--- config.mk ---
export PLATFORM = sky130hd
export DESIGN_NAME = a256ctr_fifo
export DESIGN_NICKNAME = d
export VERILOG_FILES = /design/src/sv/a256ctr_pkg.sv /design/src/sv/a256ctr_fifo.sv
export SDC_FILE = /design/constraint.sdc
export NUM_CORES = 1
export LEC_CHECK = 0
export ABC_AREA = 1
export ABC_CLOCK_PERIOD_IN_PS = 5100
export BUFFER_PORTS_ARGS = -buffer_cell sky130_fd_sc_hd__buf_2
export CAP_MARGIN = 25
export CORE_AREA = 2 2 131 133
export DETAILED_ROUTE_END_ITERATION = 10
export DIE_AREA = 0 0 133 135
export GPL_ROUTABILITY_DRIVEN = 0
export PLACE_DENSITY = 0.78
export RECOVER_POWER = 50
export SLEW_MARGIN = 20
export SYNTH_ARGS = -nofsm -noshare
export SYNTH_HDL_FRONTEND = slang
export SYNTH_SLANG_ARGS = --single-unit
export TNS_END_PERCENT = 20
--- constraint.sdc ---
create_clock -name clk_i -period 5.1 [get_ports clk_i]
set_input_delay 0.255 -clock clk_i [delete_from_list [all_inputs] [get_ports clk_i]]
set_output_delay 0.255 -clock clk_i [all_outputs]
set_load 0.02 [all_outputs]
--- src/sv/a256ctr_pkg.sv ---
// ----------------------------------------------------------------------------
// a256ctr_pkg
// Shared types, constants and AES helper functions for the CTR-mode cipher.
// ----------------------------------------------------------------------------
package a256ctr_pkg;

  localparam int unsigned AesRounds = 14;

  typedef enum logic [2:0] {
    CFG_KEY_255_192 = 3'd0,
    CFG_KEY_191_128 = 3'd1,
    CFG_KEY_127_64  = 3'd2,
    CFG_KEY_63_0    = 3'd3,
    CFG_NONCE_UPPER = 3'd4,
    CFG_NONCE_LOWER = 3'd5
  } cfg_idx_e;

  typedef enum logic [1:0] {
    B_IDLE,
    B_GEN,
    B_EMIT
  } back_state_e;

  typedef struct packed {
    logic [63:0] data;
    logic [3:0]  count;
    logic        last;
    logic        new_blk;
    logic [31:0] blk_idx;
  } q_entry_t;

  typedef struct packed {
    logic busy;
    logic done;
  } core_stat_t;

  localparam logic [0:2047] SboxBits = {
    128'h637c777bf26b6fc53001672bfed7ab76,
    128'hca82c97dfa5947f0add4a2af9ca472c0,
    128'hb7fd9326363ff7cc34a5e5f171d83115,
    128'h04c723c31896059a071280e2eb27b275,
    128'h09832c1a1b6e5aa0523bd6b329e32f84,
    128'h53d100ed20fcb15b6acbbe394a4c58cf,
    128'hd0efaafb434d338545f9027f503c9fa8,
    128'h51a3408f929d38f5bcb6da2110fff3d2,
    128'hcd0c13ec5f974417c4a77e3d645d1973,
    128'h60814fdc222a908846eeb814de5e0bdb,
    128'he0323a0a4906245cc2d3ac629195e479,
    128'he7c8376d8dd54ea96c56f4ea657aae08,
    128'hba78252e1ca6b4c6e8dd741f4bbd8b8a,
    128'h703eb5664803f60e613557b986c11d9e,
    128'he1f8981169d98e949b1e87e9ce5528df,
    128'h8ca1890dbfe6426841992d0fb054bb16
  };

  function automatic logic [7:0] sbox(input logic [7:0] x);
    return SboxBits[{x, 3'b000} +: 8];
  endfunction

  function automatic logic [7:0] xtime(input logic [7:0] a);
    return {a[6:0], 1'b0} ^ (a[7] ? 8'h1b : 8'h00);
  endfunction

  function automatic logic [31:0] sub_word(input logic [31:0] w);
    return {sbox(w[31:24]), sbox(w[23:16]), sbox(w[15:8]), sbox(w[7:0])};
  endfunction

  // Next four key schedule words from the sliding eight-word window
  function automatic logic [127:0] key_step(input logic [255:0] win,
                                            input logic [7:0] rcon,
                                            input logic rot);
    logic [31:0] t;
    logic [31:0] n0, n1, n2, n3;
    if (rot) begin
      t = sub_word({win[23:0], win[31:24]}) ^ {rcon, 24'h0};
    end else begin
      t = sub_word(win[31:0]);
    end
    n0 = win[255:224] ^ t;
    n1 = win[223:192] ^ n0;
    n2 = win[191:160] ^ n1;
    n3 = win[159:128] ^ n2;
    return {n0, n1, n2, n3};
  endfunction

  // SubBytes, ShiftRows and, unless last round, MixColumns
  function automatic logic [127:0] aes_round(input logic [127:0] s, input logic last_rnd);
    logic [7:0]   t [16];
    logic [7:0]   a0, a1, a2, a3;
    logic [127:0] o;
    o = '0;
    for (int c = 0; c < 4; c++) begin
      for (int r = 0; r < 4; r++) begin
        t[c*4+r] = sbox(s[127 - 8*((((c + r) % 4) * 4) + r) -: 8]);
      end
    end
    for (int c = 0; c < 4; c++) begin
      a0 = t[c*4];
      a1 = t[c*4+1];
      a2 = t[c*4+2];
      a3 = t[c*4+3];
      if (last_rnd) begin
        o[127 - 32*c -: 32] = {a0, a1, a2, a3};
      end else begin
        o[127 - 32*c -: 32] = {xtime(a0) ^ xtime(a1) ^ a1 ^ a2 ^ a3,
                               a0 ^ xtime(a1) ^ xtime(a2) ^ a2 ^ a3,
                               a0 ^ a1 ^ xtime(a2) ^ xtime(a3) ^ a3,
                               xtime(a0) ^ a0 ^ a1 ^ a2 ^ xtime(a3)};
      end
    end
    return o;
  endfunction

  function automatic logic [63:0] byte_mask(input logic [3:0] count);
    logic [63:0] m;
    m = '0;
    for (int b = 0; b < 8; b++) begin
      if (4'(b) < count) begin
        m[63 - 8*b -: 8] = 8'hff;
      end
    end
    return m;
  endfunction

endpackage

--- src/sv/a256ctr_fifo.sv ---
// ----------------------------------------------------------------------------
// a256ctr_fifo
// Short queue of tagged words between the front and the back.
// ----------------------------------------------------------------------------
module a256ctr_fifo
  import a256ctr_pkg::*;
#(
  parameter int unsigned Depth = 2
) (
  input  logic     clk_i,
  input  logic     rst_ni,
  input  logic     push_i,
  input  q_entry_t entry_i,
  output logic     full_o,
  input  logic     pop_i,
  output logic     valid_o,
  output q_entry_t entry_o
);

  localparam int unsigned PtrW = (Depth > 1) ? $clog2(Depth) : 1;
  localparam int unsigned CntW = $clog2(Depth + 1);

  q_entry_t        mem_q [Depth];
  logic [PtrW-1:0] wr_q, rd_q;
  logic [CntW-1:0] cnt_q;

  assign full_o  = (cnt_q == CntW'(Depth));
  assign valid_o = (cnt_q != '0);
  assign entry_o = mem_q[rd_q];

  function automatic logic [PtrW-1:0] adv(input logic [PtrW-1:0] p);
    return (p == PtrW'(Depth - 1)) ? '0 : p + PtrW'(1);
  endfunction

  always_ff @(posedge clk_i) begin
    if (push_i) begin
      mem_q[wr_q] <= entry_i;
    end
  end

  always_ff @(posedge clk_i or negedge rst_ni) begin
    if (!rst_ni) begin
      wr_q  <= '0;
      rd_q  <= '0;
      cnt_q <= '0;
    end else begin
      if (push_i) begin
        wr_q <= adv(wr_q);
      end
      if (pop_i) begin
        rd_q <= adv(rd_q);
      end
      if (push_i && !pop_i) begin
        cnt_q <= cnt_q + CntW'(1);
      end else if (pop_i && !push_i) begin
        cnt_q <= cnt_q - CntW'(1);
      end
    end
  end

endmodule

==> flow_metrics.env, run 1 <==
export IMPL_die_h_um=135
export IMPL_grt_overflow=0
export IMPL_global_route_usage_met2=0.326
export IMPL_synth_xor_area_share=0.00347
export IMPL_placedInstanceArea_um2=8850
export IMPL_drc=0
export IMPL_htreeDepth=1
export IMPL_syn_num_nets=449
export IMPL_cp_arrival_ns=3.19
export IMPL_track_usage=0.177
export IMPL_dp_hpwl_um=9260
export IMPL_ys_ff_latch=208
export IMPL_synth_adder_area_share=0.00165
export IMPL_use_met1=0.206
export IMPL_syn_avg_cell_area_um2=22.2
export IMPL_critPathRequiredTime_ns=5.14
export IMPL_p_seq_frac=0.441
export IMPL_synthMuxAreaShare=0.151
export IMPL_synth_cell_types=14
export IMPL_synth_compound_area_frac=0
export IMPL_tns_ns=0
export IMPL_final_cell_mix="204 x edfxtp_1, 119 x buf_2, 105 x dlygate4sd3_1"
export IMPL_busiest_layer="met2"
export IMPL_netlist_area_um2=7580
export IMPL_grt_max_degree=68
export IMPL_cts_root_buffer="clkbuf_16"
export IMPL_finalMaxSlewViolations=48
export IMPL_switching_share=0.317
export IMPL_post_route_period_util=0.619
export IMPL_synth_seq_area_share=0.821
export IMPL_io_buffers=209
export IMPL_postLayoutCoreUtil=0.636
export IMPL_start_util=0.462
export IMPL_synth_top_area_frac=0.808
export IMPL_vias_per_cell=4.80
export IMPL_clockBufferDepth=3
export IMPL_clk_pin_slew_ns=0.06
export IMPL_endpoint_kind="flip-flop"
export IMPL_cap_viol_max_count=1
export IMPL_final_common_cell="edfxtp_1"
export IMPL_die_area_um2=18000
export IMPL_clock_power_share=0.256
export IMPL_core_um2=16400
export IMPL_synth_simple_area_share=0.00545
export IMPL_num_rows=47
export IMPL_ant_nets=0
export IMPL_r2r_end="mem_q[0][53]"
export IMPL_vias=4357
export IMPL_cellPowerDensity_nw_per_um2=535
export IMPL_dr_first_iter_drc_count=219
export IMPL_routed_wl_um=16100
export IMPL_min_period_ns=3.16
export IMPL_outcome="complete, but fails checks"
export IMPL_max_vdd_ir_drop_uv=498
export IMPL_cp_buffers_inverters=4
export IMPL_antenna_found_initial=1
export IMPL_worstSetupPathType="input port to flip-flop"
export IMPL_area_delta_synth_final_pct=37.6
export IMPL_path_cells="dlygate4sd3_1 -> clkbuf_1 -> inv_1 -> nor2_4 -> clkbuf_1"
export IMPL_p_int_mw=3.81
export IMPL_dr_pass1_iters=4
export IMPL_use_met3=0.0447
export IMPL_yosys_top_cells_area="edfxtp_1 81%, mux2_2 15%, dfrtp_1 1.3%"
export IMPL_critPathCapture="mem_q[0][53]"
export IMPL_setup_viol=0
export IMPL_synth_top_area_cell="edfxtp_1"
export IMPL_cp_max_fo=47
export IMPL_fin_area_um2=10400
export IMPL_die_w_um=133
export IMPL_postCtsSetupRepairBufs=0
export IMPL_violations="max-capacitance violations, max-slew violations"
export IMPL_critPathLaunchType="input port"
export IMPL_route_detailed_wl_per_inst_um=17.8
export IMPL_worstSkewPairLatency_ns=0.48
export IMPL_cts_buffers=21
export IMPL_synth_top_family_by_area="multiplexers"
export IMPL_path_delay_family="buffers and inverters"
export IMPL_cts_hold_buf=105
export IMPL_cts_tree="done"
export IMPL_grt_pass1_vias=4743
export IMPL_hold_path_class="input port to asynchronous set/reset pin"
export IMPL_grt_pass1_wl_um=24700
export IMPL_crit_slowest_cell="clkbuf_1"
export IMPL_power_switching_mw=1.77
export IMPL_worstMarginPinSlew_ns=2.75
export IMPL_io_pins=210
export IMPL_netlist_instances=342
export IMPL_startpoint="push_i"
export IMPL_drive_above_1_share=0.379
export IMPL_crit_top_cell="clkbuf_1"
export IMPL_reg2reg_setup_slack_ns=2.12
export IMPL_fillerInstances=1191
export IMPL_worst_path_stages=5
export IMPL_max_stage_delay_ns=1.95
export IMPL_cts_num_sinks=208
export IMPL_total_leakage_power_nw=3.80
export IMPL_rsz0062_at_grt="false"
export IMPL_timing_rr_start="wr_q"
export IMPL_relSlewSlack=-0.834
export IMPL_r2r_cells=2
export IMPL_worst_clock_skew_ns=0.0141
export IMPL_finalPower_mw=5.58
export IMPL_finalHoldViolCount=0
export IMPL_yosys_warnings=0
export IMPL_cts_repair_resized=0
export IMPL_final_net_count=779
export IMPL_comb_power_share=0.303
export IMPL_timing_fmax_mhz=317
registers in the layout, summed over array words and instances (netlist names):
| name | flops |
|---|---|
| cnt_q | 2 |
| rd_q | 1 |
| wr_q | 1 |
| mem_q | 204 |
synth_stat cells:
| library cell | count |
|---|---|
| buf_2 | 3 |
| buf_4 | 1 |
| buf_6 | 7 |
| dfrtp_1 | 4 |
| edfxtp_1 | 204 |
| ha_1 | 1 |
| inv_1 | 7 |
| mux2_2 | 102 |
| nand2_1 | 6 |
| nand3_1 | 1 |
| nand4_1 | 1 |
| nor2_1 | 2 |
| xnor2_1 | 1 |
| xor2_1 | 2 |
metal layers:
metal	vias up	part of all wire	wire [um]
met5	-	0.00081	13
met4	2	0.019	299
met3	28	0.071	1140
met2	171	0.53	8540
met1	2144	0.38	6150
li1	2012	-	-
layout make-up:
| class | instances | area (um2) | share of cell area |
|---|---|---|---|
| Clock inverter | 9 | 67.6 | 0.00648 |
| Tap cell | 220 | 275 | 0.0264 |
| Antenna cell | 1 | 2.50 | 0.000240 |
| Multi-Input combinational cell | 116 | 1240 | 0.119 |
| Timing Repair Buffer | 318 | 2020 | 0.193 |
| Clock buffer | 28 | 572 | 0.0548 |
| Sequential cell | 208 | 6230 | 0.597 |
| Inverter | 7 | 28.8 | 0.00276 |
worst reg2reg max path, cell delays in order (launching register included):
cell      delay (ns)
dfrtp_1         0.43
nor2_4          0.12
clkbuf_1        1.95
kinds of logic after synthesis:
| family | after synthesis |
|---|---|
| mux | 102 |
| fa+ha+maj | 1 |
| simple gates | 10 |
| buf+inv | 18 |
| xor+xnor | 3 |
| flops | 208 |
per-stage QoR:
stage | hold slack (ns) | instances | setup WS (ns)
floorplan | -0.0406 | 342 | 1.59
global placement | 0.0651 | 764 | 2.67
detailed placement | 0.0685 | 764 | 2.62
CTS | 0.0900 | 906 | 2.11
global route | 0.168 | 906 | 1.69
finish | 0.178 | 907 | 1.94
power groups by stage:
| stage | combinational [mW] | sequential, mW | clock, mW |
|---|---|---|---|
| after detailed placement | 1.63 | 2.49 | 0 |
| after floorplan | 1.25 | 2.38 | 0 |
| after global placement | 1.60 | 2.47 | 0 |
| after global routing | 1.79 | 2.50 | 1.54 |
| after CTS | 1.70 | 2.46 | 1.47 |
| final | 1.69 | 2.46 | 1.43 |
how the worst min path moves through the flow:
stage	cells after the start	slack, ns	startpoint	to
2_1_floorplan	0	-0.04	rst_ni	cnt_q[0]
3_3_place_gp	1	0.07	rst_ni	cnt_q[1]
3_5_place_dp	1	0.07	rst_ni	cnt_q[1]
4_1_cts	2	0.09	rst_ni	wr_q
5_1_grt	2	0.17	rst_ni	wr_q
6_report	2	0.18	rst_ni	wr_q
(Power assumes the default switching activity.)
==> inputs of run 2 (changes only) <==
--- a/config.mk
+++ b/config.mk
@@ -5,15 +5,15 @@
 export SDC_FILE = /design/constraint.sdc
 export NUM_CORES = 1
 export LEC_CHECK = 0
-export ABC_AREA = 1
-export ABC_CLOCK_PERIOD_IN_PS = 5100
+export ABC_AREA = 0
+export ABC_CLOCK_PERIOD_IN_PS = 3100
 export BUFFER_PORTS_ARGS = -buffer_cell sky130_fd_sc_hd__buf_2
 export CAP_MARGIN = 25
-export CORE_AREA = 2 2 131 133
+export CORE_AREA = 2 2 124 126
 export DETAILED_ROUTE_END_ITERATION = 10
-export DIE_AREA = 0 0 133 135
+export DIE_AREA = 0 0 126 128
 export GPL_ROUTABILITY_DRIVEN = 0
-export PLACE_DENSITY = 0.78
+export PLACE_DENSITY = 0.83
 export RECOVER_POWER = 50
 export SLEW_MARGIN = 20
 export SYNTH_ARGS = -nofsm -noshare
==> constraint.sdc (replaced) <==
create_clock -name clk_i -period 3.1 [get_ports clk_i]
set_input_delay 0.155 -clock clk_i [delete_from_list [all_inputs] [get_ports clk_i]]
set_output_delay 0.155 -clock clk_i [all_outputs]
set_load 0.02 [all_outputs]
==> run 2 against run 1 <==
Compared with the run above:
- the flow now finishes without violations
- sequential power increased by 58%
- power increased by 63%
- non-clock buffer count rose by 2
- cell count decreased by 4.5%
- clock skew is 0.0019 ns lower
- clock-buffer cell count shrank 1
- sequential cell count unchanged
- via count fell by 1.7%
- largest cell class unchanged
==> flow_metrics.env, run 2 <==
export IMPL_area_delta_synth_final_pct=37.3
export IMPL_total_leakage_power_nw=3.78
export IMPL_cts_num_sinks=208
export IMPL_hold_path_class="input port to flip-flop"
export IMPL_worstSetupPathType="flip-flop to primary output"
export IMPL_drc=0
export IMPL_io_buffers=209
export IMPL_core_um2=14900
export IMPL_ant_nets=0
export IMPL_cts_root_buffer="clkbuf_16"
export IMPL_finalPower_mw=9.11
export IMPL_cap_viol_max_count=0
export IMPL_clk_pin_slew_ns=0.06
export IMPL_cp_max_fo=49
export IMPL_dr_first_iter_drc_count=190
export IMPL_cellPowerDensity_nw_per_um2=877
export IMPL_synthArstFlopShare=0.0192
export IMPL_synth_adder_area_share=0.00165
export IMPL_synthTopCellsByCount="204 x edfxtp_1, 102 x mux2_2, 7 x buf_6"
export IMPL_clockBufferDepth=3
export IMPL_regMostFlops="mem_q"
export IMPL_worstSkewPairLatency_ns=0.48
export IMPL_cts_tree="done"
export IMPL_die_h_um=128
export IMPL_netlist_instances=333
export IMPL_largest_register_ff_count=204
export IMPL_syn_num_nets=440
export IMPL_setup_viol=0
export IMPL_io_pins=210
export IMPL_comb_power_share=0.324
export IMPL_p_int_mw=6.25
export IMPL_dp_hpwl_um=8960
export IMPL_synthMuxAreaShare=0.152
export IMPL_finalMaxSlewViolations=0
export IMPL_ys_flop_type="edfxtp_1"
export IMPL_relSlewSlack=0.294
export IMPL_yosys_warnings=0
export IMPL_route_detailed_wl_per_inst_um=17.7
export IMPL_track_usage=0.188
export IMPL_post_route_period_util=0.711
export IMPL_critPathLaunchType="flip-flop"
export IMPL_max_vdd_ir_drop_uv=549
export IMPL_dr_pass1_iters=4
export IMPL_min_period_ns=2.21
export IMPL_synth_xor_area_share=0.00579
export IMPL_worstMarginPinSlew_ns=1.06
export IMPL_fillerInstances=974
export IMPL_worst_clock_skew_ns=0.0122
export IMPL_netlist_area_um2=7560
export IMPL_synth_seq_area_share=0.823
export IMPL_diodes=0
export IMPL_placedInstanceArea_um2=8820
export IMPL_tns_ns=0
export IMPL_vias_per_cell=4.95
export IMPL_clock_power_share=0.249
export IMPL_critPathRequiredTime_ns=2.94
export IMPL_final_cell_mix="204 x edfxtp_1, 124 x buf_2, 106 x dlygate4sd3_1"
export IMPL_synth_top_area_frac=0.810
export IMPL_drive_above_1_share=0.383
export IMPL_synth_compound_area_frac=0
export IMPL_cp_arrival_ns=2.05
export IMPL_outcome="finished clean"
export IMPL_grt_pass1_wl_um=23800
export IMPL_grt_pass1_vias=4738
export IMPL_start_util=0.509
export IMPL_final_common_cell="edfxtp_1"
export IMPL_synth_cell_types=14
export IMPL_htreeDepth=1
export IMPL_endpoint_kind="primary output"
export IMPL_syn_avg_cell_area_um2=22.7
export IMPL_vias=4285
export IMPL_r2r_cells=2
export IMPL_switching_share=0.314
export IMPL_synth_edff_count=204
export IMPL_p_seq_frac=0.427
export IMPL_num_rows=45
export IMPL_routed_wl_um=15400
export IMPL_die_w_um=126
export IMPL_rsz0062_at_grt="false"
export IMPL_hold_ws_ns=0.400
export IMPL_antenna_found_initial=0
export IMPL_ys_ff_latch=208
export IMPL_fin_area_um2=10400
export IMPL_yosysMostFrequentCell="edfxtp_1"
export IMPL_timing_fmax_mhz=453
export IMPL_top_regs="mem_q (204), cnt_q (2)"
export IMPL_synth_top_area_cell="edfxtp_1"
export IMPL_cts_buffers=21
export IMPL_yosys_top_cells_area="edfxtp_1 81%, mux2_2 15%, dfrtp_1 1.3%"
export IMPL_finalHoldViolCount=0
export IMPL_synth_top_family_by_area="multiplexers"
export IMPL_power_switching_mw=2.86
export IMPL_hold_path_depth=2
export IMPL_die_area_um2=16100
export IMPL_cts_repair_resized=0
export IMPL_grt_max_degree=64
export IMPL_final_net_count=772
export IMPL_synth_simple_area_share=0.00380
export IMPL_grt_overflow=0
run 2: cell types whose count changed in the layout (fill, tap and decap cells not counted), sizes merged, moves of 2 or more:
cell / delta
nor2b: +2
clkbuf: -5
buf: +5
inv: -6
nand2: -6
xor2: +2
run 2: cells by family after synthesis:
group / count (synthesis)
DFF: 208
muxes: 102
buffers and inverters: 12
xor gates and xnor gates: 5
and+or+nand+nor: 5
adders and majority gates: 1
run 2: path summary, 6_finish.rpt:
| kind | from | endpoint | slack, ns |
|---|---|---|---|
| worst max-delay path | rd_q | entry_o[83] | 0.89 |
| worst min register to register | cnt_q[1] | cnt_q[1] | 0.53 |
| max in group asynchronous | rst_ni | rd_q | 2.27 |
| min in group asynchronous | rst_ni | cnt_q[0] | 0.62 |
| worst min-delay path | entry_i[98] | mem_q[0][98] | 0.40 |
| worst max register to register | wr_q | mem_q[0][70] | 1.31 |
run 2: final cells by class:
type,instances,area [um2],area share
repair buffers,320,2060,0.198
clock inverters,9,67.6,0.00650
flip-flops and latches,208,6230,0.600
inverters,1,3.75,0.000361
clock buffers,27,548,0.0528
multi-input cells,113,1240,0.120
well taps,188,235,0.0226
run 2: stage by stage:
stage	std cells	worst slack (ns)	utilization
final	866	0.895	0.699
after global routing	866	0.792	0.699
after CTS	866	0.874	0.706
after detailed placement	724	1.32	0.593
after global placement	724	1.39	0.593
after floorplan	333	-0.150	-
run 2: layer usage:
metal / wire [um] / up-vias / part of all wire / track usage
met5: 0 / - / 0 / 0
met2: 8430 / 172 / 0.55 / 0.361
met1: 5710 / 2101 / 0.37 / 0.212
met4: 256 / 0 / 0.017 / 0.0478
met3: 969 / 26 / 0.063 / 0.0380
li1: - / 1986 / - / -
run 2: timing repair:
action                                  in CTS  in global routing
endpoints found under the hold margin      210                  0
setup buffers                                0                  0
hold buffers                               106                  0
endpoints found under the setup margin       0                  0
run 2: worst max-delay path, stage by stage, from the launching register on:
cell and delay (ns):
dfrtp_4 0.43, buf_4 0.53, mux2_2 0.42, buf_2 0.16
run 2: power groups by stage:
| stage | Combinational, mW | Clock, mW | Sequential [mW] |
|---|---|---|---|
| final | 2.95 | 2.27 | 3.89 |
| after global routing | 3.13 | 2.45 | 3.93 |
| after CTS | 2.98 | 2.32 | 3.89 |
| after detailed placement | 2.86 | 0 | 3.94 |
| after global placement | 2.81 | 0 | 3.89 |
| after floorplan | 2.06 | 0 | 3.91 |
