[src/sv/a256ctr_pkg.sv]
// ----------------------------------------------------------------------------
// a256ctr_pkg
// Shared types, constants and AES helper functions for the CTR-mode cipher.
// ----------------------------------------------------------------------------
package a256ctr_pkg;

  localparam int unsigned AesRounds = 14;

  typedef enum logic [2:0] {
    CFG_KEY_255_192 = 3'd0,
    CFG_KEY_191_128 = 3'd1,
    CFG_KEY_127_64  = 3'd2,
    CFG_KEY_63_0    = 3'd3,
    CFG_NONCE_UPPER = 3'd4,
    CFG_NONCE_LOWER = 3'd5
  } cfg_idx_e;

  typedef enum logic [1:0] {
    B_IDLE,
    B_GEN,
    B_EMIT
  } back_state_e;

  typedef struct packed {
    logic [63:0] data;
    logic [3:0]  count;
    logic        last;
    logic        new_blk;
    logic [31:0] blk_idx;
  } q_entry_t;

  typedef struct packed {
    logic busy;
    logic done;
  } core_stat_t;

  localparam logic [0:2047] SboxBits = {
    128'h637c777bf26b6fc53001672bfed7ab76,
    128'hca82c97dfa5947f0add4a2af9ca472c0,
    128'hb7fd9326363ff7cc34a5e5f171d83115,
    128'h04c723c31896059a071280e2eb27b275,
    128'h09832c1a1b6e5aa0523bd6b329e32f84,
    128'h53d100ed20fcb15b6acbbe394a4c58cf,
    128'hd0efaafb434d338545f9027f503c9fa8,
    128'h51a3408f929d38f5bcb6da2110fff3d2,
    128'hcd0c13ec5f974417c4a77e3d645d1973,
    128'h60814fdc222a908846eeb814de5e0bdb,
    128'he0323a0a4906245cc2d3ac629195e479,
    128'he7c8376d8dd54ea96c56f4ea657aae08,
    128'hba78252e1ca6b4c6e8dd741f4bbd8b8a,
    128'h703eb5664803f60e613557b986c11d9e,
    128'he1f8981169d98e949b1e87e9ce5528df,
    128'h8ca1890dbfe6426841992d0fb054bb16
  };

  function automatic logic [7:0] sbox(input logic [7:0] x);
    return SboxBits[{x, 3'b000} +: 8];
  endfunction

  function automatic logic [7:0] xtime(input logic [7:0] a);
    return {a[6:0], 1'b0} ^ (a[7] ? 8'h1b : 8'h00);
  endfunction

  function automatic logic [31:0] sub_word(input logic [31:0] w);
    return {sbox(w[31:24]), sbox(w[23:16]), sbox(w[15:8]), sbox(w[7:0])};
  endfunction

  // Next four key schedule words from the sliding eight-word window
  function automatic logic [127:0] key_step(input logic [255:0] win,
                                            input logic [7:0] rcon,
                                            input logic rot);
    logic [31:0] t;
    logic [31:0] n0, n1, n2, n3;
    if (rot) begin
      t = sub_word({win[23:0], win[31:24]}) ^ {rcon, 24'h0};
    end else begin
      t = sub_word(win[31:0]);
    end
    n0 = win[255:224] ^ t;
    n1 = win[223:192] ^ n0;
    n2 = win[191:160] ^ n1;
    n3 = win[159:128] ^ n2;
    return {n0, n1, n2, n3};
  endfunction

  // SubBytes, ShiftRows and, unless last round, MixColumns
  function automatic logic [127:0] aes_round(input logic [127:0] s, input logic last_rnd);
    logic [7:0]   t [16];
    logic [7:0]   a0, a1, a2, a3;
    logic [127:0] o;
    o = '0;
    for (int c = 0; c < 4; c++) begin
      for (int r = 0; r < 4; r++) begin
        t[c*4+r] = sbox(s[127 - 8*((((c + r) % 4) * 4) + r) -: 8]);
      end
    end
    for (int c = 0; c < 4; c++) begin
      a0 = t[c*4];
      a1 = t[c*4+1];
      a2 = t[c*4+2];
      a3 = t[c*4+3];
      if (last_rnd) begin
        o[127 - 32*c -: 32] = {a0, a1, a2, a3};
      end else begin
        o[127 - 32*c -: 32] = {xtime(a0) ^ xtime(a1) ^ a1 ^ a2 ^ a3,
                               a0 ^ xtime(a1) ^ xtime(a2) ^ a2 ^ a3,
                               a0 ^ a1 ^ xtime(a2) ^ xtime(a3) ^ a3,
                               xtime(a0) ^ a0 ^ a1 ^ a2 ^ xtime(a3)};
      end
    end
    return o;
  endfunction

  function automatic logic [63:0] byte_mask(input logic [3:0] count);
    logic [63:0] m;
    m = '0;
    for (int b = 0; b < 8; b++) begin
      if (4'(b) < count) begin
        m[63 - 8*b -: 8] = 8'hff;
      end
    end
    return m;
  endfunction

endpackage

[src/sv/a256ctr_intf.sv]
// ----------------------------------------------------------------------------
// a256ctr channel interfaces
// Valid/ready channels for message words, result words and register writes.
// ----------------------------------------------------------------------------
interface a256ctr_in_if;
  logic        valid;
  logic        ready;
  logic [63:0] data_in;
  logic [3:0]  byte_count;
  logic        last_word;
  modport source (output valid, data_in, byte_count, last_word, input ready);
  modport sink (input valid, data_in, byte_count, last_word, output ready);
endinterface


[src/sv/a256ctr_front.sv]
// ----------------------------------------------------------------------------
// a256ctr_front
// Accepts message words, normalizes the byte count and tags keystream use.
// ----------------------------------------------------------------------------
module a256ctr_front
  import a256ctr_pkg::*;
(
  input  logic          clk_i,
  input  logic          rst_ni,
  a256ctr_in_if.sink    in_i,
  input  logic          full_i,
  output logic          push_o,
  output q_entry_t      entry_o
);

  logic [31:0] blk_idx_d, blk_idx_q;
  logic        wib_d, wib_q;
  logic        acc;

  assign in_i.ready = !full_i;
  assign acc        = in_i.valid && !full_i;
  assign push_o     = acc;

  always_comb begin
    entry_o.data    = in_i.data_in;
    entry_o.count   = (in_i.byte_count == 4'd0 || in_i.byte_count > 4'd8) ? 4'd8
                                                                          : in_i.byte_count;
    entry_o.last    = in_i.last_word;
    entry_o.new_blk = !wib_q;
    entry_o.blk_idx = blk_idx_q;
  end

  always_comb begin
    blk_idx_d = blk_idx_q;
    wib_d     = wib_q;
    if (acc) begin
      if (wib_q) begin
        wib_d     = 1'b0;
        blk_idx_d = blk_idx_q + 32'd1;
      end else begin
        wib_d = 1'b1;
      end
      if (in_i.last_word) begin
        wib_d     = 1'b0;
        blk_idx_d = '0;
      end
    end
  end

  always_ff @(posedge clk_i or negedge rst_ni) begin
    if (!rst_ni) begin
      blk_idx_q <= '0;
      wib_q     <= 1'b0;
    end else begin
      blk_idx_q <= blk_idx_d;
      wib_q     <= wib_d;
    end
  end

endmodule

[src/flat_wrapper.sv]
// flat-port wrapper written by rule: the top's interface ports become plain ports
module a256ctr_front_flat import a256ctr_pkg::*;
  (clk_i, rst_ni, full_i, push_o, entry_o, in_i_valid, in_i_data_in, in_i_byte_count, in_i_last_word, in_i_ready);
  a256ctr_in_if in_i_i ();
  input  logic clk_i;
  input  logic rst_ni;
  input  logic full_i;
  output logic push_o;
  output q_entry_t entry_o;
  input wire logic [$bits(in_i_i.valid)-1:0] in_i_valid;
  input wire logic [$bits(in_i_i.data_in)-1:0] in_i_data_in;
  input wire logic [$bits(in_i_i.byte_count)-1:0] in_i_byte_count;
  input wire logic [$bits(in_i_i.last_word)-1:0] in_i_last_word;
  output wire logic [$bits(in_i_i.ready)-1:0] in_i_ready;
  assign in_i_i.valid = in_i_valid;
  assign in_i_i.data_in = in_i_data_in;
  assign in_i_i.byte_count = in_i_byte_count;
  assign in_i_i.last_word = in_i_last_word;
  assign in_i_ready = in_i_i.ready;
  a256ctr_front u_core (.clk_i(clk_i), .rst_ni(rst_ni), .in_i(in_i_i), .full_i(full_i), .push_o(push_o), .entry_o(entry_o));
endmodule
[config.mk]
export PLATFORM = sky130hd
export DESIGN_NAME = a256ctr_front_flat
export DESIGN_NICKNAME = d
export VERILOG_FILES = /design/src/sv/a256ctr_pkg.sv /design/src/sv/a256ctr_intf.sv /design/src/sv/a256ctr_front.sv /design/src/flat_wrapper.sv
export SDC_FILE = /design/constraint.sdc
export NUM_CORES = 1
export LEC_CHECK = 0
export ABC_CLOCK_PERIOD_IN_PS = 5160
export BUFFER_PORTS_ARGS = -buffer_cell sky130_fd_sc_hd__buf_2
export CORE_MARGIN = 5
export CORE_UTILIZATION = 40
export DETAILED_ROUTE_END_ITERATION = 16
export MAX_ROUTING_LAYER = met4
export PLACE_DENSITY_LB_ADDON = 0.3
export RECOVER_POWER = 25
export SYNTH_ARGS = -nofsm -noshare
export SYNTH_HDL_FRONTEND = slang
export SYNTH_SLANG_ARGS = --single-unit
export TNS_END_PERCENT = 100
[constraint.sdc]
create_clock -name clk_i -period 5.16 [get_ports clk_i]
set_clock_uncertainty 0.05 [all_clocks]
set_input_delay 0.516 -clock clk_i [delete_from_list [all_inputs] [get_ports clk_i]]
set_output_delay 0.516 -clock clk_i [all_outputs]
set_load 0.02 [all_outputs]
==> results of run 1 <==
[path summary, 6_finish.rpt]
path | to | slack (ps) | depth (start not counted)
max | u_core.blk_idx_q[29] | 2820 | 4
min | u_core.blk_idx_q[1] | 500 | 2
max reg2reg | u_core.blk_idx_q[29] | 2820 | 4
min reg2reg | u_core.blk_idx_q[31] | 500 | 2
max in group asynchronous | u_core.blk_idx_q[15] | 3280 | 1
min in group asynchronous | u_core.blk_idx_q[3] | 700 | 1
[registers in the layout, indices dropped and copies added, names as in the netlist]
register,flops
u_core.blk_idx_q,32
u_core.wib_q,1
[cells by family after synthesis]
family                   Yosys count
adder cells (fa/ha/maj)            1
AND/OR/NAND/NOR                  100
AO/OA/AOI/OAI                     58
buffers and inverters             89
multiplexers                       2
flip-flops                        33
XOR/XNOR                           3
[per-layer routing]
layer  vias to the layer above  wire, µm  track usage (%)
li1                        927         -                -
met1                       971      2440             19.5
met2                        85      2650             24.0
met3                        20       525             4.61
met4                         0        95             5.02
met5                         -         0                -
[cell usage after synthesis, drive strengths merged, types with 4 or more instances]
master  count
clkbuf     10
inv        11
nand3      11
nand2b      4
o31ai      14
nand4      15
dfrtp      33
nand2      15
or3         9
buf        68
a21oi      25
or4        21
o21ai      12
[power breakdown]
group | switching, mW | total [mW] | internal (mW) | leakage (nW)
sequential | 0.0303 | 0.303 | 0.273 | 0.452
clock | 0.0926 | 0.198 | 0.106 | 0.0443
combinational | 0.0715 | 0.106 | 0.0348 | 0.468
[stage by stage]
| stage | total power, mW | cells |
|---|---|---|
| 5_1_grt | 0.644 | 338 |
| 2_1_floorplan | 0.442 | 286 |
| 3_3_place_gp | 0.414 | 331 |
| 3_5_place_dp | 0.415 | 331 |
| 6_report | 0.608 | 338 |
| 4_1_cts | 0.616 | 338 |
[cell type report]
type	count	area, µm²	area share (%)
Tap cell	75	93.8	4.08
Clock buffer	7	86.3	3.76
Multi-Input combinational cell	164	1010	44.0
Inverter	11	41.3	1.80
Sequential cell	33	826	35.9
Timing Repair Buffer	48	239	10.4
[worst max-delay path: cells and delay by family, from the launching register on]
kind	cells	cell delay [ps]
and+or+nand+nor	3	1570
DFF	1	480
AOI/OAI and AO/OA	1	160
==> flow_summary.json, run 1 <==
{
  "rsz0062_at_grt": "no",
  "dp_hpwl_um": 3950,
  "slowest_delay_ps": 670,
  "hold_viol": 0,
  "synth-seq-cells": 33,
  "grt_usage_pct": 15.5,
  "tns_ps": 0,
  "worst_hold_slack_ps": 499,
  "powerDensity_mw_per_mm2": 265,
  "core_area_mm2": 0.00592,
  "die_w_um": 87.9,
  "numCtsBuffers": 5,
  "finalWorstSetupSlack_ps": 2820,
  "synth-compound-area-share_pct": 14.5,
  "peakVddDrop_v": 0.000155,
  "syn_nets": 360,
  "reg2reg_from": "u_core.blk_idx_q[11]",
  "nets": 337,
  "synth_area_mm2": 0.00243,
  "arrival_ps": 2480,
  "tritoncts": "yes",
  "grt_pass1_wl_um": 9280,
  "gp_congestion": 0.801,
  "pre_cts_ws_ps": 2660,
  "drcViolationCount": 0,
  "fp.dieArea_mm2": 0.00772,
  "drtIter0Drc": 114,
  "required_ps": 5300,
  "rows": 28,
  "synthSimpleGateAreaFrac_pct": 24.7,
  "antenna_found_initial": 0,
  "path_max_fanout": 14,
  "wirelength_um": 5700,
  "layout_common_cells": "buf_2 (47), dfrtp_1 (33), a21oi_1 (25)",
  "min_from": "in_i_last_word",
  "synth_top_area_cell": "dfrtp_1",
  "globalRoute.totalOverflow": 0,
  "grt_max_degree": 34,
  "synth_top_family_by_area": "simple AND/OR/NAND/NOR gates",
  "clock_sink_count": 33,
  "yosysTopAreaCellShare_pct": 34.0,
  "drtAntennaViolNets": 0,
  "finalCritPeriodShare_pct": 45.4,
  "drt-pass1-iter-count": 4,
  "clk_latency_ps": 280,
  "drive_gt1_share_pct": 22.8,
  "muxShareOfSynthArea_pct": 0.825,
  "mostFrequentLayoutCell": "buf_2",
  "nFillCells": 595,
  "synth.top_cells.by_area": "dfrtp_1 (34%), buf_4 (20%), or4_1 (6.5%), a21oi_1 (5.2%), o31ai_1 (4.3%)",
  "ys.flop_type": "dfrtp_1",
  "utilization_pct": 38.8,
  "worstPathCellList": "and4_1, nand4_1, or4_1, a21oi_1",
  "wl_per_cell_um": 16.9,
  "post-cts-setup-buffers": 0,
  "hold_class": "in -> reg",
  "antenna_cells": 0,
  "status": "finished, violations left",
  "leakagePower_nw": 0.965,
  "synth_area_per_cell_um2": 8.48,
  "finalCriticalPeriod_ps": 2340,
  "placed_area_mm2": 0.00221,
  "syn2layout_area_growth_pct": -5.31,
  "vias_per_cell": 5.93,
  "slowest_stage": "or4_1",
  "violations": "capacitance limit, slew limit",
  "port_buffers": 48,
  "max-slew-margin-rel_pct": -25.7,
  "ioPinCount": 177,
  "stdcell_area_mm2": 0.00230,
  "cts_max_path_buffers": 2,
  "synthAdderAreaFrac_pct": 0.516,
  "vias": 2003,
  "ys_async_sr_fraction_pct": 100,
  "cts_root_buf": "clkbuf_8",
  "cts_hold_buf": 0,
  "synth-xor-area-share_pct": 1.08,
  "timing.fmax_mhz": 427,
  "synth_cell_types": 36,
  "yosysWarnings": 0,
  "startpoint": "u_core.blk_idx_q[11]",
  "syn-instance-count": 286,
  "grt_pass1_vias": 1893,
  "die_h_um": 87.9,
  "end_kind": "register",
  "path_class": "reg -> reg",
  "synth_edf_count": 0,
  "start_kind": "register",
  "start_util_pct": 41.0,
  "maxCapViolCount": 1,
  "htreeDepth": 2,
  "cts_resized": 0,
  "seq_area_frac_synth_pct": 34.0,
  "tightest_slew_ps": 1890,
  "slew_violations": 34,
  "setup_viol": 0,
  "clk_pin_slew_worst_paths_ps": 70
}
Power figures use the tool's default switching activity.
==> inputs of run 2 (changes only) <==
ABC_AREA = 1   (was unset)
ABC_CLOCK_PERIOD_IN_PS = 2000   (was 5160)
CORE_UTILIZATION = 38   (was 40)
clock period = 2 ns   (was 5.16 ns; I/O delays follow)
==> run 2 against run 1 <==
The run now ends clean. Cell area rose by 6.4%. Sequential share of layout area shrank 2.2 points. Count of clock-buffer cells in the layout unchanged. Non-clock buffer count up 2. Die area grew 7.1%. Area after synthesis increased by 2.7%. Synthesized cell count up 28%. Hold slack lost 300 ps. Combinational power increased by 45%. Clock power rose to 2.8 times the previous value. Power up 130%. Flip-flop and latch count is the same. Critical endpoint is now u_core.blk_idx_q[26].
==> flow_summary.json, run 2 <==
{
  "yosysWarnings": 0,
  "tritoncts": "yes",
  "cts_root_buf": "clkbuf_8",
  "slew_violations": 0,
  "ys.flop_type": "dfrtp_1",
  "synth-seq-cells": 33,
  "status": "finished, final reports clean",
  "htreeDepth": 2,
  "port_buffers": 48,
  "core_area_mm2": 0.00635,
  "dp_hpwl_um": 4980,
  "clk_latency_ps": 290,
  "start_util_pct": 39.2,
  "fp.dieArea_mm2": 0.00827,
  "path_max_fanout": 8,
  "wl_per_cell_um": 14.5,
  "drive_gt1_share_pct": 19.4,
  "start_kind": "register",
  "yosysTopAreaCellShare_pct": 33.1,
  "total_power_mw": 1.42,
  "post-cts-setup-buffers": 0,
  "clk_pin_slew_worst_paths_ps": 70,
  "finalCriticalPeriod_ps": 1630,
  "grt_usage_pct": 15.7,
  "utilization_pct": 38.5,
  "nets": 428,
  "synth_edf_count": 0,
  "leakagePower_nw": 1.22,
  "placed_area_mm2": 0.00233,
  "syn2layout_area_growth_pct": -1.91,
  "required_ps": 2130,
  "drtIter0Drc": 154,
  "timing.fmax_mhz": 613,
  "vias_per_cell": 4.94,
  "worstPathCellList": "ha_1, inv_1, nor2_2, nand3_2, nor2_4, nand3_1, nand2_1, nor2_1",
  "antenna_cells": 0,
  "wirelength_um": 6270,
  "top_regs": "u_core.blk_idx_q x32, u_core.wib_q x1",
  "max-slew-margin-rel_pct": 50.4,
  "rows": 29,
  "largest_reg_flops": 32,
  "hold_viol": 0,
  "clock_sink_count": 33,
  "syn-instance-count": 365,
  "rsz0062_at_grt": "no",
  "pre_cts_ws_ps": 373,
  "synth_area_mm2": 0.00249,
  "drcViolationCount": 0,
  "finalWorstSetupSlack_ps": 368,
  "tns_ps": 0,
  "synthTopCellsByCount": "nand2_1 (82), nor2_1 (71), buf_4 (66)",
  "cts_max_path_buffers": 2,
  "peakVddDrop_v": 0.000295,
  "arrival_ps": 1760,
  "powerDensity_mw_per_mm2": 580,
  "numCtsBuffers": 5,
  "tightest_slew_ps": 745,
  "ioPinCount": 177,
  "slowest_delay_ps": 380,
  "die_w_um": 91.0,
  "syn_nets": 439,
  "hold_class": "in -> reg",
  "synth.top_cells.by_area": "dfrtp_1 (33%), buf_4 (20%), nand2_1 (12%), nor2_1 (11%), nand3_1 (5.0%)",
  "yosysMostFrequentCell": "nand2_1",
  "vias": 2136,
  "end_kind": "register",
  "drt-pass1-iter-count": 4,
  "grt_pass1_vias": 2043,
  "mostFrequentLayoutCell": "nand2_1",
  "antenna_found_initial": 0,
  "grt_pass1_wl_um": 10300,
  "drtAntennaViolNets": 0,
  "synth_top_area_cell": "dfrtp_1",
  "finalCritPeriodShare_pct": 81.6,
  "slowest_stage": "dfrtp_1",
  "grt_max_degree": 34,
  "seq_area_frac_synth_pct": 33.1,
  "top_register": "u_core.blk_idx_q",
  "layout_common_cells": "nand2_1 (82), nor2_1 (71), buf_2 (48)",
  "maxCapViolCount": 0,
  "stdcell_area_mm2": 0.00244,
  "gp_congestion": 0.913,
  "path_class": "reg -> reg",
  "synth_area_per_cell_um2": 6.83,
  "ys_async_sr_fraction_pct": 100,
  "die_h_um": 91.0,
  "synth_cell_types": 24,
  "globalRoute.totalOverflow": 0,
  "setup_viol": 0
}
-- run 2: cell count changes after synthesis, moves of 9 or more --
cell	delta
nand3_1	+14
nor2_1	+68
nand4_1	-11
or4_1	-21
or3_1	-9
nand2_1	+67
o31ai_1	-14
inv_1	+16
-- run 2: final cells by class --
cell class              instances  area (µm²)
clock buffers                   7        96.3
clock inverters                 1        5.00
fillers                       679        3910
inverters                      29         109
multi-input cells             235        1050
flip-flops and latches         33         826
well taps                      77        96.3
repair buffers                 50         258
-- run 2: worst paths after layout --
path | from | endpoint | slack [ps] | cells after the start
max in group asynchronous | rst_ni | u_core.blk_idx_q[21] | 960 | 2
min in group asynchronous | rst_ni | u_core.wib_q | 460 | 2
setup / recovery | u_core.blk_idx_q[1] | u_core.blk_idx_q[26] | 370 | 8
hold / removal | in_i_valid | u_core.wib_q | 200 | 3
hold reg to reg | u_core.blk_idx_q[1] | u_core.blk_idx_q[1] | 500 | 2
setup reg to reg | u_core.blk_idx_q[1] | u_core.blk_idx_q[26] | 370 | 8
-- run 2: logic make-up after synthesis --
| kind of cell | synth area share [%] |
|---|---|
| compound gates | 7.89 |
| fa+ha+maj | 0.502 |
| buf+inv | 24.6 |
| flops | 33.1 |
| simple gates | 33.9 |
-- run 2: what timing repair did --
action	in CTS	in global routing
hold endpoints to repair	33	0
gates resized for setup	0	0
hold buffers	1	0
-- run 2: report_power, final --
group          leakage [nW]  switching, mW  internal, mW  total, mW
clock network        0.0542          0.253         0.311      0.564
registers             0.457         0.0165         0.684      0.701
logic                 0.706          0.105        0.0480      0.154
total                  1.22          0.375          1.04       1.42
-- run 2: stage by stage --
| stage | hold WS [ps] | cells |
|---|---|---|
| after floorplan | -146 | 365 |
| after global placement | 266 | 423 |
| after detailed placement | 271 | 423 |
| after CTS | 208 | 432 |
| after global routing | 221 | 432 |
| final | 203 | 432 |
-- run 2: per-layer routing --
layer,vias up,track usage [%],part of all wire [%]
li1,1062,-,-
met1,956,19.1,43
met2,91,23.3,45
met3,27,5.37,8.4
met4,0,7.21,3.9
met5,-,-,0
-- run 2: critical path, delay by kind of cell (launching register included) --
kind | cells | cell delay, ps
fa+ha+maj | 1 | 200
buf+inv | 1 | 70
flops | 1 | 380
simple gates | 6 | 810
==> inputs of run 3 (changes only) <==
ABC_CLOCK_PERIOD_IN_PS = 1300   (was 2000)
clock period = 1.3 ns   (was 2 ns; I/O delays follow)
==> run 3 against run 2 <==
The flow now finishes with violations (setup timing). Via count is 17% higher. Power is 59% higher. Fmax is 13% higher. Critical path depth stayed put. Critical path type unchanged. Critical endpoint unchanged. Largest cell class unchanged. Largest power group unchanged. Highest routed layer unchanged.
==> flow_summary.json, run 3 (synthesis gave the netlist of run 2 again) <==
{
  "regArea_um2": 850,
  "top_register": "u_core.blk_idx_q",
  "slew_violations": 0,
  "path_max_fanout": 8,
  "die_h_um": 91.0,
  "leakagePower_nw": 1.52,
  "clk_pin_slew_worst_paths_ps": 70,
  "path_delay_family": "simple AND/OR/NAND/NOR gates",
  "maxCapViolCount": 0,
  "violations": "setup timing",
  "peakVddDrop_v": 0.000521,
  "fp.dieArea_mm2": 0.00827,
  "largest_reg_flops": 32,
  "grt_max_degree": 20,
  "tritoncts": "yes",
  "port_buffers": 48,
  "p_switching_mw": 0.614,
  "required_ps": 1430,
  "start_kind": "register",
  "cts_max_path_buffers": 2,
  "clock_sink_count": 33,
  "placed_area_mm2": 0.00285,
  "layout_common_cells": "nand2_1 (76), buf_4 (60), nor2_1 (50)",
  "start_util_pct": 39.2,
  "nets": 492,
  "worstPathCellList": "ha_4, inv_4, nor2_4, nand3_4, nor2_4, nand3_1, nand2_1, nor2_1",
  "status": "finished, violations left",
  "max-slew-margin-rel_pct": 74.2,
  "gp_congestion": 0.868,
  "path_buf_inv": 1,
  "antenna_found_initial": 0,
  "cts_root_buf": "clkbuf_8",
  "drtAntennaViolNets": 0,
  "drtIter0Drc": 148,
  "antenna_cells": 0,
  "cp_common_cell": "nor2_4",
  "worst_hold_slack_ps": 136,
  "multiInputGateArea_mm2": 0.00128,
  "arrival_ps": 1580,
  "wirelength_um": 6970,
  "tightest_slew_ps": 387,
  "slowest_delay_ps": 410,
  "finalWorstSetupSlack_ps": -148,
  "pwr-share-clk_pct": 35.4,
  "grt_usage_pct": 17.3,
  "path_class": "reg -> reg",
  "finalCritPeriodShare_pct": 111,
  "setup_viol": 27,
  "end_kind": "register",
  "p_int_mw": 1.64,
  "slowest_stage": "dfrtp_2",
  "powerDensity_mw_per_mm2": 705,
  "drive_gt1_share_pct": 46.7,
  "dp_hpwl_um": 5360,
  "pwr-share-seq_pct": 48.4,
  "htreeDepth": 2,
  "drt-pass1-iter-count": 5,
  "grt_pass1_vias": 2424,
  "grt_pass1_wl_um": 11400,
  "drcViolationCount": 0,
  "pre_cts_ws_ps": -154,
  "wl_per_cell_um": 14.1,
  "hold_viol": 0,
  "top_regs": "u_core.blk_idx_q x32, u_core.wib_q x1",
  "rows": 29,
  "numCtsBuffers": 5,
  "tns_ps": -2010,
  "vias_per_cell": 5.03,
  "syn2layout_area_growth_pct": 28.3,
  "vias": 2489,
  "switching_share_pct": 27.3,
  "globalRoute.totalOverflow": 0,
  "clk_latency_ps": 290,
  "stdcell_area_mm2": 0.00320,
  "ioPinCount": 177,
  "pwr-share-comb_pct": 16.2,
  "hold_class": "in -> reg",
  "nFillCells": 613,
  "rsz0062_at_grt": "yes",
  "mostFrequentLayoutCell": "nand2_1",
  "timing.fmax_mhz": 691,
  "core_area_mm2": 0.00635,
  "die_w_um": 91.0,
  "finalCriticalPeriod_ps": 1450,
  "total_power_mw": 2.25
}
## run 3: cell types whose count changed in the layout (fill, tap and decap cells not counted), moves of 6 or more
| cell | before | now |
|---|---|---|
| nor2_1 | 71 | 50 |
| dfrtp_1 | 33 | 14 |
| nor2_2 | 5 | 15 |
| dfrtp_2 | 0 | 19 |
| nor2_4 | 3 | 14 |
| nand2_2 | 0 | 6 |
| buf_4 | 1 | 60 |
| nand3_1 | 25 | 16 |
| nand3_2 | 3 | 9 |
| nand2_1 | 82 | 76 |
## run 3: timing repair
action	4_1_cts	5_1_grt
hold endpoints to repair	14	0
endpoints found under the setup margin	21	29
hold buffers	1	0
gates resized for setup	26	27
pin swaps	11	11
buffers inserted	5	4
## run 3: worst paths after layout
path / slack (ps) / depth (start not counted) / to / from
max: -150 / 8 / u_core.blk_idx_q[26] / u_core.blk_idx_q[1]
min: 140 / 3 / u_core.wib_q / in_i_valid
max in group asynchronous: 510 / 3 / u_core.blk_idx_q[19] / rst_ni
max reg2reg: -150 / 8 / u_core.blk_idx_q[26] / u_core.blk_idx_q[1]
min in group asynchronous: 240 / 2 / u_core.wib_q / rst_ni
min reg2reg: 490 / 1 / u_core.blk_idx_q[2] / u_core.blk_idx_q[2]
## run 3: area by class of cell
class	instances	area share (%)
multi-input cells	235	40.0
clock buffers	7	2.70
inverters	29	3.48
well taps	77	3.01
flip-flops and latches	33	26.6
repair buffers	114	24.2
## run 3: routing by layer
layer	vias up	GRT usage [%]	wire length (µm)
li1	1197	-	-
met1	1171	21.5	3070
met2	93	26.5	3220
met3	28	4.55	460
met4	0	7.33	223
met5	-	-	0
## run 3: metrics by stage
| stage | utilization [%] | cells |
|---|---|---|
| 2_1_floorplan | - | 365 |
| 3_3_place_gp | 44.9 | 479 |
| 3_5_place_dp | 44.9 | 479 |
| 4_1_cts | 48.4 | 491 |
| 5_1_grt | 50.3 | 495 |
| 6_report | 50.3 | 495 |
## run 3: tightest hold or removal path: cells and delay by family
kind / cells / cell delay (ps)
AO/OA/AOI/OAI: 1 / 80
buffers and inverters: 1 / 100
AND/OR/NAND/NOR: 1 / 130
## run 3: power groups by stage
stage          logic (mW)  clock network [mW]  registers, mW
4_1_cts             0.356               0.824           1.09
5_1_grt             0.410               0.864           1.09
2_1_floorplan       0.419                   0           1.13
6_report            0.365               0.797           1.09
3_3_place_gp        0.327                   0           1.10
3_5_place_dp        0.336                   0           1.11
